File: config.mk
export PLATFORM = sky130hd
export DESIGN_NAME = quoted_word_tokenizer
export DESIGN_NICKNAME = d
export VERILOG_FILES = /design/src/sv/qwt_pkg.sv /design/src/sv/qwt_front.sv /design/src/sv/qwt_queue.sv /design/src/sv/qwt_back.sv /design/src/sv/quoted_word_tokenizer.sv
export SDC_FILE = /design/constraint.sdc
export NUM_CORES = 1
export LEC_CHECK = 0
export CELL_PAD_IN_SITES_DETAIL_PLACEMENT = 1
export CELL_PAD_IN_SITES_GLOBAL_PLACEMENT = 2
export CORE_UTILIZATION = 46
export DETAILED_ROUTE_END_ITERATION = 6
export DONT_BUFFER_PORTS = 1
export GPL_ROUTABILITY_DRIVEN = 0
export PLACE_DENSITY_LB_ADDON = 0.1
export SETUP_SLACK_MARGIN = 0.1
export SLEW_MARGIN = 20
export SYNTH_ARGS = -nofsm -noshare
export SYNTH_HDL_FRONTEND = slang
export SYNTH_SLANG_ARGS = --single-unit
File: constraint.sdc
create_clock -name clk_i -period 4.7 [get_ports clk_i]
set_clock_uncertainty 0.05 [all_clocks]
set_input_delay 0.94 -clock clk_i [delete_from_list [all_inputs] [get_ports clk_i]]
set_output_delay 0.94 -clock clk_i [all_outputs]
set_load 0.05 [all_outputs]
File: src/sv/qwt_pkg.sv
package qwt_pkg;

  localparam int LINE_BUFFER_BYTES = 1024;
  localparam int LBB_BITS = $clog2(LINE_BUFFER_BYTES);
  // column counter keeps at least the 10 reported bits
  localparam int COL_W = (LBB_BITS > 10) ? LBB_BITS : 10;
  localparam int QDEPTH = 4;
  localparam int QPTR_W = $clog2(QDEPTH);
  localparam int QCNT_W = $clog2(QDEPTH + 1);

  localparam logic [2:0] KIND_NL    = 3'd0;
  localparam logic [2:0] KIND_STR   = 3'd1;
  localparam logic [2:0] KIND_EQ    = 3'd2;
  localparam logic [2:0] KIND_COMMA = 3'd3;
  localparam logic [2:0] KIND_OPEN  = 3'd4;
  localparam logic [2:0] KIND_CLOSE = 3'd5;
  localparam logic [2:0] KIND_EOF   = 3'd6;
  localparam logic [2:0] KIND_PANIC = 3'd7;

  localparam logic [7:0] CH_SPACE   = 8'h20;
  localparam logic [7:0] CH_TAB     = 8'h09;
  localparam logic [7:0] CH_NL      = 8'h0a;
  localparam logic [7:0] CH_VT      = 8'h0b;
  localparam logic [7:0] CH_FF      = 8'h0c;
  localparam logic [7:0] CH_PERCENT = 8'h25;
  localparam logic [7:0] CH_EQ      = 8'h3d;
  localparam logic [7:0] CH_COMMA   = 8'h2c;
  localparam logic [7:0] CH_OPEN    = 8'h7b;
  localparam logic [7:0] CH_CLOSE   = 8'h7d;
  localparam logic [7:0] CH_QUOTE   = 8'h27;

  typedef logic [COL_W-1:0] col_t;

  typedef struct packed {
    logic [2:0] kind;
    col_t       s;
    col_t       e;
  } tok_t;

  typedef struct packed {
    logic two;
    tok_t t0;
    tok_t t1;
  } entry_t;

  typedef struct packed {
    logic   valid;
    entry_t entry;
  } push_t;

  function automatic logic is_white(logic [7:0] c);
    return (c == CH_SPACE) || (c == CH_TAB) || (c == CH_VT) || (c == CH_FF) || (c == CH_NL);
  endfunction

  function automatic logic is_special(logic [7:0] c);
    return (c == CH_PERCENT) || (c == CH_EQ) || (c == CH_COMMA) || (c == CH_OPEN) ||
           (c == CH_CLOSE) || (c == CH_QUOTE);
  endfunction

  function automatic tok_t mk_tok(logic [2:0] kind, col_t s, col_t e);
    tok_t t;
    t.kind = kind;
    t.s = s;
    t.e = e;
    return t;
  endfunction

endpackage

File: src/sv/qwt_front.sv
module qwt_front import qwt_pkg::*; (
  input  logic       clk_i,
  input  logic       rst_ni,
  input  logic       in_valid_i,
  output logic       in_ready_o,
  input  logic [7:0] ch_i,
  input  logic       end_of_input_i,
  input  logic       q_full_i,
  output push_t      push_o
);

  localparam logic [2:0] M_BETWEEN = 3'd0;
  localparam logic [2:0] M_WORD    = 3'd1;
  localparam logic [2:0] M_QUOTE   = 3'd2;
  localparam logic [2:0] M_COMMENT = 3'd3;
  localparam logic [2:0] M_DISCARD = 3'd4;

  localparam col_t COL_LIMIT = COL_W'(LINE_BUFFER_BYTES - 2);
  localparam col_t COL_ONE   = COL_W'(1);
  localparam col_t COL_ZERO  = '0;

  logic [2:0] mode_q, mode_d;
  col_t       col_q, col_d;
  col_t       ts_q, ts_d;
  logic       lws_q, lws_d;

  tok_t       t0, t1;
  logic       n0, two;
  logic       nl, word_end;
  col_t       col_inc;
  tok_t       punct;
  logic       has_punct;

  assign in_ready_o = !q_full_i;
  assign nl = (ch_i == CH_NL);
  assign col_inc = col_q + COL_ONE;

  always_comb begin
    mode_d = mode_q;
    col_d = col_q;
    ts_d = ts_q;
    lws_d = lws_q;
    t0 = mk_tok(KIND_EOF, COL_ZERO, COL_ZERO);
    t1 = mk_tok(KIND_EOF, COL_ZERO, COL_ZERO);
    n0 = 1'b0;
    two = 1'b0;
    word_end = 1'b0;
    punct = mk_tok(KIND_EQ, col_q, col_inc);
    has_punct = 1'b0;
    priority if (end_of_input_i) begin
      n0 = 1'b1;
      if (mode_q == M_WORD || mode_q == M_QUOTE) begin
        t0 = mk_tok(KIND_STR, ts_q, col_q);
        two = 1'b1;
      end else if (mode_q == M_COMMENT || (mode_q == M_BETWEEN && lws_q)) begin
        t0 = mk_tok(KIND_NL, col_q, col_q);
        two = 1'b1;
      end
      mode_d = M_BETWEEN;
      col_d = '0;
      ts_d = '0;
      lws_d = 1'b0;
    end else if (mode_q == M_DISCARD) begin
      if (nl) begin
        mode_d = M_BETWEEN;
        col_d = '0;
        ts_d = '0;
        lws_d = 1'b0;
      end
    end else if (!nl && col_q >= COL_LIMIT) begin
      n0 = 1'b1;
      t0 = mk_tok(KIND_PANIC, COL_ZERO, COL_ZERO);
      mode_d = M_DISCARD;
    end else if (mode_q == M_QUOTE) begin
      if (ch_i == CH_QUOTE) begin
        n0 = 1'b1;
        t0 = mk_tok(KIND_STR, ts_q, col_q);
        mode_d = M_BETWEEN;
        lws_d = 1'b0;
        col_d = col_inc;
      end else if (nl) begin
        // unterminated quote swallows the newline
        n0 = 1'b1;
        t0 = mk_tok(KIND_STR, ts_q, col_inc);
        mode_d = M_BETWEEN;
        col_d = '0;
        ts_d = '0;
        lws_d = 1'b0;
      end else begin
        lws_d = 1'b0;
        col_d = col_inc;
      end
    end else if (mode_q == M_COMMENT) begin
      if (nl) begin
        n0 = 1'b1;
        two = 1'b1;
        t0 = mk_tok(KIND_NL, col_q, col_q);
        t1 = mk_tok(KIND_NL, col_inc, col_inc);
        mode_d = M_BETWEEN;
        col_d = '0;
        ts_d = '0;
        lws_d = 1'b0;
      end else begin
        col_d = col_inc;
      end
    end else if (mode_q == M_WORD && !is_white(ch_i) && !is_special(ch_i)) begin
      col_d = col_inc;
    end else begin
      // between tokens, or a word ended by this character
      word_end = (mode_q == M_WORD);
      if (word_end) begin
        mode_d = M_BETWEEN;
      end
      if (nl) begin
        has_punct = 1'b1;
        punct = mk_tok(KIND_NL, col_inc, col_inc);
        mode_d = M_BETWEEN;
        col_d = '0;
        ts_d = '0;
        lws_d = 1'b0;
      end else begin
        col_d = col_inc;
        if (is_white(ch_i)) begin
          lws_d = 1'b1;
        end else begin
          lws_d = 1'b0;
          priority case (ch_i)
            CH_PERCENT: mode_d = M_COMMENT;
            CH_EQ: begin
              has_punct = 1'b1;
              punct = mk_tok(KIND_EQ, col_q, col_inc);
            end
            CH_COMMA: begin
              has_punct = 1'b1;
              punct = mk_tok(KIND_COMMA, col_q, col_inc);
            end
            CH_OPEN: begin
              has_punct = 1'b1;
              punct = mk_tok(KIND_OPEN, col_q, col_inc);
            end
            CH_CLOSE: begin
              has_punct = 1'b1;
              punct = mk_tok(KIND_CLOSE, col_q, col_inc);
            end
            CH_QUOTE: begin
              mode_d = M_QUOTE;
              ts_d = col_inc;
            end
            default: begin
              mode_d = M_WORD;
              ts_d = col_q;
            end
          endcase
        end
      end
      if (word_end) begin
        n0 = 1'b1;
        t0 = mk_tok(KIND_STR, ts_q, col_q);
        two = has_punct;
        t1 = punct;
      end else begin
        n0 = has_punct;
        t0 = punct;
      end
    end
    // end of input always closes with eof
    if (end_of_input_i) begin
      if (two) begin
        t1 = mk_tok(KIND_EOF, COL_ZERO, COL_ZERO);
      end else begin
        t0 = mk_tok(KIND_EOF, COL_ZERO, COL_ZERO);
      end
    end
  end

  logic accept;
  assign accept = in_valid_i && in_ready_o;

  assign push_o.valid = accept && n0;
  assign push_o.entry.two = two;
  assign push_o.entry.t0 = t0;
  assign push_o.entry.t1 = t1;

  always_ff @(posedge clk_i or negedge rst_ni) begin
    if (!rst_ni) begin
      mode_q <= M_BETWEEN;
      col_q <= '0;
      ts_q <= '0;
      lws_q <= 1'b0;
    end else if (accept) begin
      mode_q <= mode_d;
      col_q <= col_d;
      ts_q <= ts_d;
      lws_q <= lws_d;
    end
  end

endmodule

File: src/sv/qwt_queue.sv
module qwt_queue import qwt_pkg::*; (
  input  logic   clk_i,
  input  logic   rst_ni,
  input  push_t  push_i,
  output logic   full_o,
  output logic   head_valid_o,
  output entry_t head_o,
  input  logic   pop_i
);

  entry_t              mem_q [QDEPTH];
  logic [QPTR_W-1:0]   wr_q, rd_q;
  logic [QCNT_W-1:0]   cnt_q;

  assign full_o = (cnt_q == QCNT_W'(QDEPTH));
  assign head_valid_o = (cnt_q != '0);
  assign head_o = mem_q[rd_q];

  always_ff @(posedge clk_i) begin
    if (push_i.valid) begin
      mem_q[wr_q] <= push_i.entry;
    end
  end

  always_ff @(posedge clk_i or negedge rst_ni) begin
    if (!rst_ni) begin
      wr_q <= '0;
      rd_q <= '0;
      cnt_q <= '0;
    end else begin
      if (push_i.valid) begin
        wr_q <= wr_q + QPTR_W'(1);
      end
      if (pop_i) begin
        rd_q <= rd_q + QPTR_W'(1);
      end
      unique case ({push_i.valid, pop_i})
        2'b10:   cnt_q <= cnt_q + QCNT_W'(1);
        2'b01:   cnt_q <= cnt_q - QCNT_W'(1);
        default: cnt_q <= cnt_q;
      endcase
    end
  end

`ifndef ASSERT_OFF
  a_no_overflow: assert property (@(posedge clk_i) disable iff (!rst_ni)
    push_i.valid |-> !full_o)
    else $error("push into full queue");
  a_no_underflow: assert property (@(posedge clk_i) disable iff (!rst_ni)
    pop_i |-> head_valid_o)
    else $error("pop from empty queue");
  a_cnt_range: assert property (@(posedge clk_i) disable iff (!rst_ni)
    cnt_q <= QCNT_W'(QDEPTH))
    else $error("queue count out of range");
`endif

endmodule

File: src/sv/qwt_back.sv
module qwt_back import qwt_pkg::*; (
  input  logic       clk_i,
  input  logic       rst_ni,
  input  logic       head_valid_i,
  input  entry_t     head_i,
  output logic       pop_o,
  output logic       out_valid_o,
  input  logic       out_ready_i,
  output logic [2:0] token_kind_o,
  output logic [9:0] start_col_o,
  output logic [9:0] end_col_o,
  output logic       last_o
);

  logic idx_q;
  logic valid_q;
  tok_t tok_q;
  logic last_q;
  logic load, final_tok;
  tok_t sel;

  assign load = head_valid_i && (!valid_q || out_ready_i);
  assign final_tok = !head_i.two || idx_q;
  assign sel = idx_q ? head_i.t1 : head_i.t0;
  assign pop_o = load && final_tok;

  always_ff @(posedge clk_i or negedge rst_ni) begin
    if (!rst_ni) begin
      valid_q <= 1'b0;
      idx_q <= 1'b0;
    end else begin
      if (load) begin
        valid_q <= 1'b1;
        idx_q <= !final_tok;
      end else if (out_ready_i) begin
        valid_q <= 1'b0;
      end
    end
  end

  always_ff @(posedge clk_i) begin
    if (load) begin
      tok_q <= sel;
      last_q <= final_tok;
    end
  end

  assign out_valid_o = valid_q;
  assign token_kind_o = tok_q.kind;
  assign start_col_o = tok_q.s[9:0];
  assign end_col_o = tok_q.e[9:0];
  assign last_o = last_q;

`ifndef ASSERT_OFF
  a_second_follows: assert property (@(posedge clk_i) disable iff (!rst_ni)
    (out_valid_o && out_ready_i && !last_o) |=> out_valid_o)
    else $error("second token of an item missing");
  a_idx_has_pair: assert property (@(posedge clk_i) disable iff (!rst_ni)
    idx_q |-> (head_valid_i && head_i.two))
    else $error("second slot selected without a pair");
  a_pop_once: assert property (@(posedge clk_i) disable iff (!rst_ni)
    (pop_o && head_i.two) |-> idx_q)
    else $error("pair popped before its second token");
`endif

endmodule

File: src/sv/quoted_word_tokenizer.sv
// channel  direction  handshake              payload
// in       input      in_valid_i/in_ready_o  ch_i, end_of_input_i
// out      output     out_valid_o/out_ready_i token_kind_o, start_col_o, end_col_o, last_o
//
// one character a cycle while the queue is not full; the scanner state updates in the same cycle it is taken
// an item giving two tokens is offered as two output transfers, absorbed by a four-entry queue
// first token of an item passes through the queue write, then the output register
// input stalls only when the queue is full; output stalls hold the token register
// asynchronous active-low reset returns to the start of a fresh line with the queue empty
module quoted_word_tokenizer import qwt_pkg::*; (
  input  logic       clk_i,
  input  logic       rst_ni,
  input  logic       in_valid_i,
  output logic       in_ready_o,
  input  logic [7:0] ch_i,
  input  logic       end_of_input_i,
  output logic       out_valid_o,
  input  logic       out_ready_i,
  output logic [2:0] token_kind_o,
  output logic [9:0] start_col_o,
  output logic [9:0] end_col_o,
  output logic       last_o
);

  push_t  push;
  logic   q_full;
  logic   head_valid;
  entry_t head;
  logic   pop;

  qwt_front u_front (
    .clk_i         (clk_i),
    .rst_ni        (rst_ni),
    .in_valid_i    (in_valid_i),
    .in_ready_o    (in_ready_o),
    .ch_i          (ch_i),
    .end_of_input_i(end_of_input_i),
    .q_full_i      (q_full),
    .push_o        (push)
  );

  qwt_queue u_queue (
    .clk_i       (clk_i),
    .rst_ni      (rst_ni),
    .push_i      (push),
    .full_o      (q_full),
    .head_valid_o(head_valid),
    .head_o      (head),
    .pop_i       (pop)
  );

  qwt_back u_back (
    .clk_i       (clk_i),
    .rst_ni      (rst_ni),
    .head_valid_i(head_valid),
    .head_i      (head),
    .pop_o       (pop),
    .out_valid_o (out_valid_o),
    .out_ready_i (out_ready_i),
    .token_kind_o(token_kind_o),
    .start_col_o (start_col_o),
    .end_col_o   (end_col_o),
    .last_o      (last_o)
  );

endmodule
After elaboration in Yosys (flattened, before gate mapping)
Memory sizes are Yosys's and may differ from the RTL's.
Index checks and enable logic that the tools add are counted.
{"block": "op_classes", "eq_ne": 25, "addsub": 5, "mux": 95, "n_lt_le_gt_ge": 1, "n_reduce_logical": 38}
{"operator": "2-to-1 mux 23 bit", "count": 27}
{"operator": "2-to-1 mux 10 bit", "count": 19}
{"operator": "case mux 23 bit (3 select lines)", "count": 1}
{"operator": "equality test 8 x 6 -> 1 bit (second input constant)", "count": 5}
{"operator": "2-to-1 mux 1 bit", "count": 34}
{"operator": "2-to-1 mux 3 bit", "count": 11}
{"operator": "equality test 8 x 4 -> 1 bit (second input constant)", "count": 4}
{"operator": "case mux 10 bit (2 select lines)", "count": 1}
{"operator": "equality test 8 x 7 -> 1 bit (second input constant)", "count": 2}
{"operator": "logical OR 1 bit", "count": 13}
{"operator": "!= test 6 x 2 -> 1 bit (second input constant)", "count": 2}
{"operator": "adder 10 x 1 -> 10 bit (second input constant)", "count": 1}
{"operator": "greater-or-equal comparator 10 bit (second input constant)", "count": 1}
{"operator": "case mux 3 bit (3 select lines)", "count": 1}
{"operator": "logical AND 1 bit", "count": 8}
{"operator": "zero test 1 bit", "count": 7}
{"operator": "equality test 3 x 2 -> 1 bit (second input constant)", "count": 2}
{"operator": "equality test 3 bit (second input constant)", "count": 2}
{"operator": "!= test 3 x 2 -> 1 bit (second input constant)", "count": 2}
{"operator": "!= test 6 x 1 -> 1 bit (second input constant)", "count": 1}
{"operator": "case mux 3 bit (2 select lines)", "count": 1}
{"operator": "AND reduction 3 bit", "count": 2}
{"operator": "AND reduction 6 bit", "count": 1}
{"operator": "!= test 5 x 2 -> 1 bit (second input constant)", "count": 1}
{"operator": "13 further kinds", "count": 15}
{"block": "word_totals", "output_inout_bits": 26, "wordCells": 178, "n_memories": 1, "ff_bits": 57, "ramBits": 188}
{"memory": "u_queue.mem_q", "words": 4, "word_bits": 47, "read_ports": 1, "rd_ports_with_merged_regs": 0, "wr": 1, "line_no": "qwt_queue.sv:11", "text": "entry_t mem_q [QDEPTH];"}

Depth between registers and ports, before layout
{"block": "logic_depth", "depth_word": 17, "ltp_mapped": 14, "mapped_depth_nobuf": 13}

Hierarchy
A second synthesis with hierarchy kept.
{"block": "unflattened", "hier_cells": 774, "hier_area_um2": 11461.0}
{"mod": "qwt_queue", "cells_each": 279, "instances": 1, "seq_area_each_um2": 5820.6, "area_per_inst_um2": 7195.7}
{"mod": "qwt_front", "cells_each": 435, "instances": 1, "seq_area_each_um2": 600.6, "area_per_inst_um2": 3067.9}
{"mod": "qwt_back", "cells_each": 60, "instances": 1, "seq_area_each_um2": 770.7, "area_per_inst_um2": 1197.4}

Worst setup path after synthesis
OpenSTA, ideal clock, no wires.
{"block": "synth_timing", "path_type": "input-to-reg", "startpoint": "input port ch_i[4]", "endpoint": "memory u_queue.mem_q[0][0] in the netlist's numbering (enable)", "setup_time_ns": 0.409, "stages": 7, "required_time_ns": 4.241, "path_buffers": 2, "t_arrival_ns": 3.329, "slack_ns": 0.911, "cell_sequence": "buf_4 nor3_4 and3_1 buf_6 or3_1 a41oi_2 and2_1"}
{"block": "synth_between", "elab_chain_len": 17}
{"element": "from (decl)", "line_no": "quoted_word_tokenizer.sv:15", "text": "input logic [7:0] ch_i,"}
{"element": "equality test 8 x 6 -> 1 bit, or another cell as far along", "line_no": "qwt_pkg.sv:52", "text": "return (c == CH_SPACE) || (c == CH_TAB) || (c == CH_VT) || (c == CH_FF) || (c == CH_NL);"}
{"element": "logical OR 1 bit, on equally long branches (4 in series)", "line_no": "qwt_pkg.sv:52, qwt_pkg.sv:56"}
{"element": "2-to-1 mux 1 bit, or another cell as far along", "line_no": "qwt_front.sv:123", "text": "if (is_white(ch_i)) begin"}
{"element": "2-to-1 mux 1 bit, or another cell as far along", "line_no": "qwt_front.sv:114", "text": "if (nl) begin"}
{"element": "2-to-1 mux 1 bit or logical AND 1 bit (tied branches)", "line_no": "qwt_front.sv:156, qwt_front.sv:106"}
{"element": "2-to-1 mux 1 bit", "line_no": "qwt_front.sv:106", "text": "end else if (mode_q == M_WORD && !is_white(ch_i) && !is_special(ch_i)) begin"}
{"element": "2-to-1 mux 1 bit", "line_no": "qwt_front.sv:93", "text": "end else if (mode_q == M_COMMENT) begin"}
{"element": "2-to-1 mux 1 bit", "line_no": "qwt_front.sv:74", "text": "end else if (mode_q == M_QUOTE) begin"}
{"element": "2-to-1 mux 1 bit (*)", "line_no": "qwt_front.sv:70", "text": "end else if (!nl && col_q >= COL_LIMIT) begin"}
{"element": "2-to-1 mux 1 bit (*)", "line_no": "qwt_front.sv:63", "text": "end else if (mode_q == M_DISCARD) begin"}
{"element": "2-to-1 mux 1 bit (*)", "line_no": "qwt_front.sv:50", "text": "priority if (end_of_input_i) begin"}
{"element": "logical AND 1 bit (*)", "line_no": "qwt_front.sv:179", "text": "assign push_o.valid = accept && n0;"}
{"element": "2-to-1 mux 1 bit (*)", "line_no": "qwt_queue.sv:20", "text": "if (push_i.valid) begin"}
{"element": "2-to-1 mux 1 bit (not written as such) (*)", "line_no": "qwt_queue.sv:21", "text": "mem_q[wr_q] <= push_i.entry;"}
{"element": "to (decl)", "line_no": "qwt_queue.sv:11"}
Mark *: on every way between the ends. The rest lies on a longest branch, timed or not.

Worst setup path in the final report
{"block": "layout_timing", "startpoint": "register u_front.mode_q[1]", "endpoint": "memory u_queue.mem_q[1][34] in the netlist's numbering (enable)"}
{"block": "layout_between", "elab_chain_len": 12}
{"element": "from (decl)", "line_no": "qwt_front.sv:22", "text": "logic [2:0] mode_q, mode_d;"}
{"element": "from (signal assigned)", "line_no": "qwt_front.sv:191", "text": "mode_q <= mode_d;"}
{"element": "equality test 3 x 1 -> 1 bit", "line_no": "qwt_front.sv:106, qwt_front.sv:110"}
{"element": "logical AND 1 bit (2 in series)", "line_no": "qwt_front.sv:106"}
{"element": "2-to-1 mux 1 bit", "line_no": "qwt_front.sv:106"}
{"element": "2-to-1 mux 1 bit", "line_no": "qwt_front.sv:93"}
{"element": "2-to-1 mux 1 bit", "line_no": "qwt_front.sv:74"}
{"element": "2-to-1 mux 1 bit", "line_no": "qwt_front.sv:70"}
{"element": "2-to-1 mux 1 bit (*)", "line_no": "qwt_front.sv:63"}
{"element": "2-to-1 mux 1 bit (*)", "line_no": "qwt_front.sv:50"}
{"element": "logical AND 1 bit (*)", "line_no": "qwt_front.sv:179"}
{"element": "2-to-1 mux 1 bit (*)", "line_no": "qwt_queue.sv:20"}
{"element": "2-to-1 mux 1 bit (not written as such) (*)", "line_no": "qwt_queue.sv:21"}
Marked as above.

==> results.sh <==
export IMPL_ys_seq_area_share_pct=60.7
export IMPL_comb_power_share_pct=25.0
export IMPL_synth_xor_area_share_pct=1.85
export IMPL_worst_slack_ns=0.837
export IMPL_critPathKind="reg2reg"
export IMPL_synthAdderAreaFrac_pct=1.33
export IMPL_synth_top_area_share_pct=53.7
export IMPL_cts_tree="done"
export IMPL_clockBufferDepth=3
export IMPL_maxCapViolations=0
export IMPL_firstDrtPassIters=5
export IMPL_drtIter0Drc=755
export IMPL_avgSynthCellArea_um2=13.4
export IMPL_row_count=58
export IMPL_drive_above_1_share_pct=15.8
export IMPL_drc=0
export IMPL_hp_class="in2async"
export IMPL_synth_edff_count=212
export IMPL_grt_pass1_vias=8057
export IMPL_cts_buffers=26
export IMPL_cts_hold_buf=0
export IMPL_io_pins=39
export IMPL_synth_mux_area_share_pct=9.45
export IMPL_clk_pin_slew_worst_paths_ns=0.08
export IMPL_post_synth_instance_area_mm2=0.0119
export IMPL_vdd_drop_max_mv=0.360
export IMPL_power_density_mw_per_mm2=563
export IMPL_net_switching_power_mw=2.53
export IMPL_synth_top_area_cell="edfxtp_1"
export IMPL_status="completed"
export IMPL_pwr_share_clk_pct=28.3
export IMPL_report_final_slew_viol_count=0
export IMPL_total_power_mw=7.28
export IMPL_grt_use_total_pct=26.0
export IMPL_die_w_um=163
export IMPL_worstPathRequired_ns=4.80
export IMPL_place_ws_ns=0.977
export IMPL_postSynthCellCount=883
export IMPL_ys_top_cells_by_area="edfxtp_1 54%, mux4_2 8.9%, dfrtp_1 7.0%, nand2_1 3.6%, o21ai_0 2.2%"
export IMPL_tightest_slew_ns=1.07
export IMPL_grt_pass1_wl_mm=51.1
export IMPL_crit_fanout=47
export IMPL_final_cell_mix="212 x edfxtp_1, 113 x nand2_1, 53 x o21ai_0"
export IMPL_final_util_pct=51.2
export IMPL_grt_antenna_before_repair=1
export IMPL_finalHoldViolCount=0
export IMPL_synth_net_count=908
export IMPL_dieArea_mm2=0.0264
export IMPL_tns_ns=0
export IMPL_ys_async_sr_fraction_pct=13.5
export IMPL_start_kind="register"
export IMPL_final_common_cell="edfxtp_1"
export IMPL_ant_nets=0
export IMPL_wl_per_cell_um=27.5
export IMPL_cp_arrival_ns=3.96
export IMPL_synth_top_family_by_area="compound AO/OA/AOI/OAI gates"
export IMPL_dpl_hpwl_mm=22.0
export IMPL_fin_nets=887
export IMPL_rsz0062_at_grt="false"
export IMPL_diodes=0
export IMPL_area_delta_synth_final_pct=9.15
export IMPL_synth_cell_type_count=91
export IMPL_p_seq_share_pct=46.8
export IMPL_die_h_um=163
export IMPL_p_leak_nw=4.36
export IMPL_synth_flop_cell="edfxtp_1"
export IMPL_portBuffers=0
export IMPL_period_minus_slack_ns=3.86
export IMPL_synth_simple_area_share_pct=11.6
export IMPL_num_vias=7735
export IMPL_period_share_pct=82.2
export IMPL_drt_total_wl_mm=33.3
export IMPL_fmax_mhz=259
export IMPL_htreeDepth=1
export IMPL_synth_seq_cells=245
export IMPL_synth_compound_area_share_pct=12.0
export IMPL_grt_max_degree=49
export IMPL_overflow=0
export IMPL_post_cts_buffers=0
export IMPL_setup_violations=0
export IMPL_core_area_mm2=0.0253
export IMPL_slew_headroom_pct=28.3
export IMPL_swShare_pct=34.7
export IMPL_clockRootBuffer="clkbuf_16"
export IMPL_via_per_inst=6.39
export IMPL_p_int_mw=4.76
export IMPL_yosys_warnings=0
export IMPL_initial_core_util_pct=46.9
export IMPL_cts_resized_gates=0
export IMPL_insertion_delay_ns=0.52
export IMPL_cp_end_kind="register"
export IMPL_clock_sinks=245
-- per-stage QoR --
step                instance area [µm²]  std cells  hold slack, ns
floorplan                         11900        883           0.407
global placement                  12100       1164           0.423
detailed placement                12100       1164           0.440
CTS                               12900       1210          0.0349
global route                      12900       1210          0.0318
finish                            12900       1210          0.0560
-- state kept, by name, indices dropped and copies added (netlist names) --
signal,flops
u_queue.mem_q,188
u_back.end_col_o,10
u_back.start_col_o,10
u_front.col_q,10
u_front.ts_q,10
u_back.token_kind_o,3
u_front.mode_q,3
u_queue.cnt_q,3
u_queue.rd_q,2
u_queue.wr_q,2
u_back.idx_q,1
u_back.last_o,1
u_back.out_valid_o,1
u_front.lws_q,1
-- power by group through the flow --
| stage | Clock [mW] | Combinational [mW] | Sequential (mW) |
|---|---|---|---|
| floorplan | 0 | 1.38 | 3.35 |
| finish | 2.06 | 1.82 | 3.41 |
| CTS | 2.10 | 1.85 | 3.41 |
| detailed placement | 0 | 1.84 | 3.45 |
| global placement | 0 | 1.78 | 3.42 |
| global route | 2.17 | 1.99 | 3.45 |
-- logic make-up after synthesis --
family,Yosys count
flops,245
buf+inv,80
xor+xnor,25
simple gates,270
fa+ha+maj,12
compound gates,198
mux,53
-- path summary, 6_finish.rpt --
path | from | end | slack [ns] | cells after the start
max in group asynchronous | rst_ni | u_queue.rd_q[1] | 4.42 | 0
min in group clk_i | u_queue.cnt_q[2] | u_queue.cnt_q[2] | 0.45 | 1
worst max register to register | u_front.mode_q[1] | u_queue.mem_q[1][34] | 0.84 | 6
worst max-delay path | u_front.mode_q[1] | u_queue.mem_q[1][34] | 0.84 | 6
worst min register to register | u_queue.cnt_q[2] | u_queue.cnt_q[2] | 0.45 | 1
worst min-delay path | rst_ni | u_front.ts_q[2] | 0.06 | 0
-- worst max-delay path, cell delays in order, from the launching register on --
cell,delay (ns)
dfrtp_1,0.87
nor3b_2,0.71
o2111ai_1,0.42
nor2b_1,0.27
a41oi_2,0.33
and2_2,0.21
buf_4,0.54
-- per-layer routing --
layer	vias to the layer above	routed length, µm	part of all wire (%)	GRT usage (%)
li1	3360	-	-	-
met1	4015	14900	45	37.2
met2	293	15700	47	41.1
met3	67	1860	5.6	3.72
met4	0	873	2.6	8.02
met5	-	0	0	0
-- area by class of cell --
| cell class | count | area (µm²) |
|---|---|---|
| Clock buffer | 31 | 691 |
| Clock inverter | 15 | 164 |
| Fill cell | 2479 | 12300 |
| Inverter | 14 | 52.6 |
| Multi-Input combinational cell | 558 | 4290 |
| Sequential cell | 245 | 7200 |
| Tap cell | 330 | 413 |
| Timing Repair Buffer | 17 | 128 |
-- synth_stat cells (5+ instances only) --
cell       count
edfxtp_1     212
nand2_1      113
o21ai_0       53
mux4_2        47
nor2_1        44
clkbuf_1      33
dfrtp_1       33
a21oi_1       28
nor3_1        23
o31ai_1       21
buf_2         19
xnor2_1       19
nand3_1       13
inv_1         12
ha_1          11
o22ai_1       10
o2bb2ai_1     10
o211ai_1       9
and2_1         8
and3_1         8
nand2b_1       8
nor2b_1        7
a221o_1        6
a22oi_1        6
buf_1          6
xor2_1         6
buf_6          5
mux2i_1        5
nand4_1        5
Note: power is estimated with default switching activity, not from simulation.
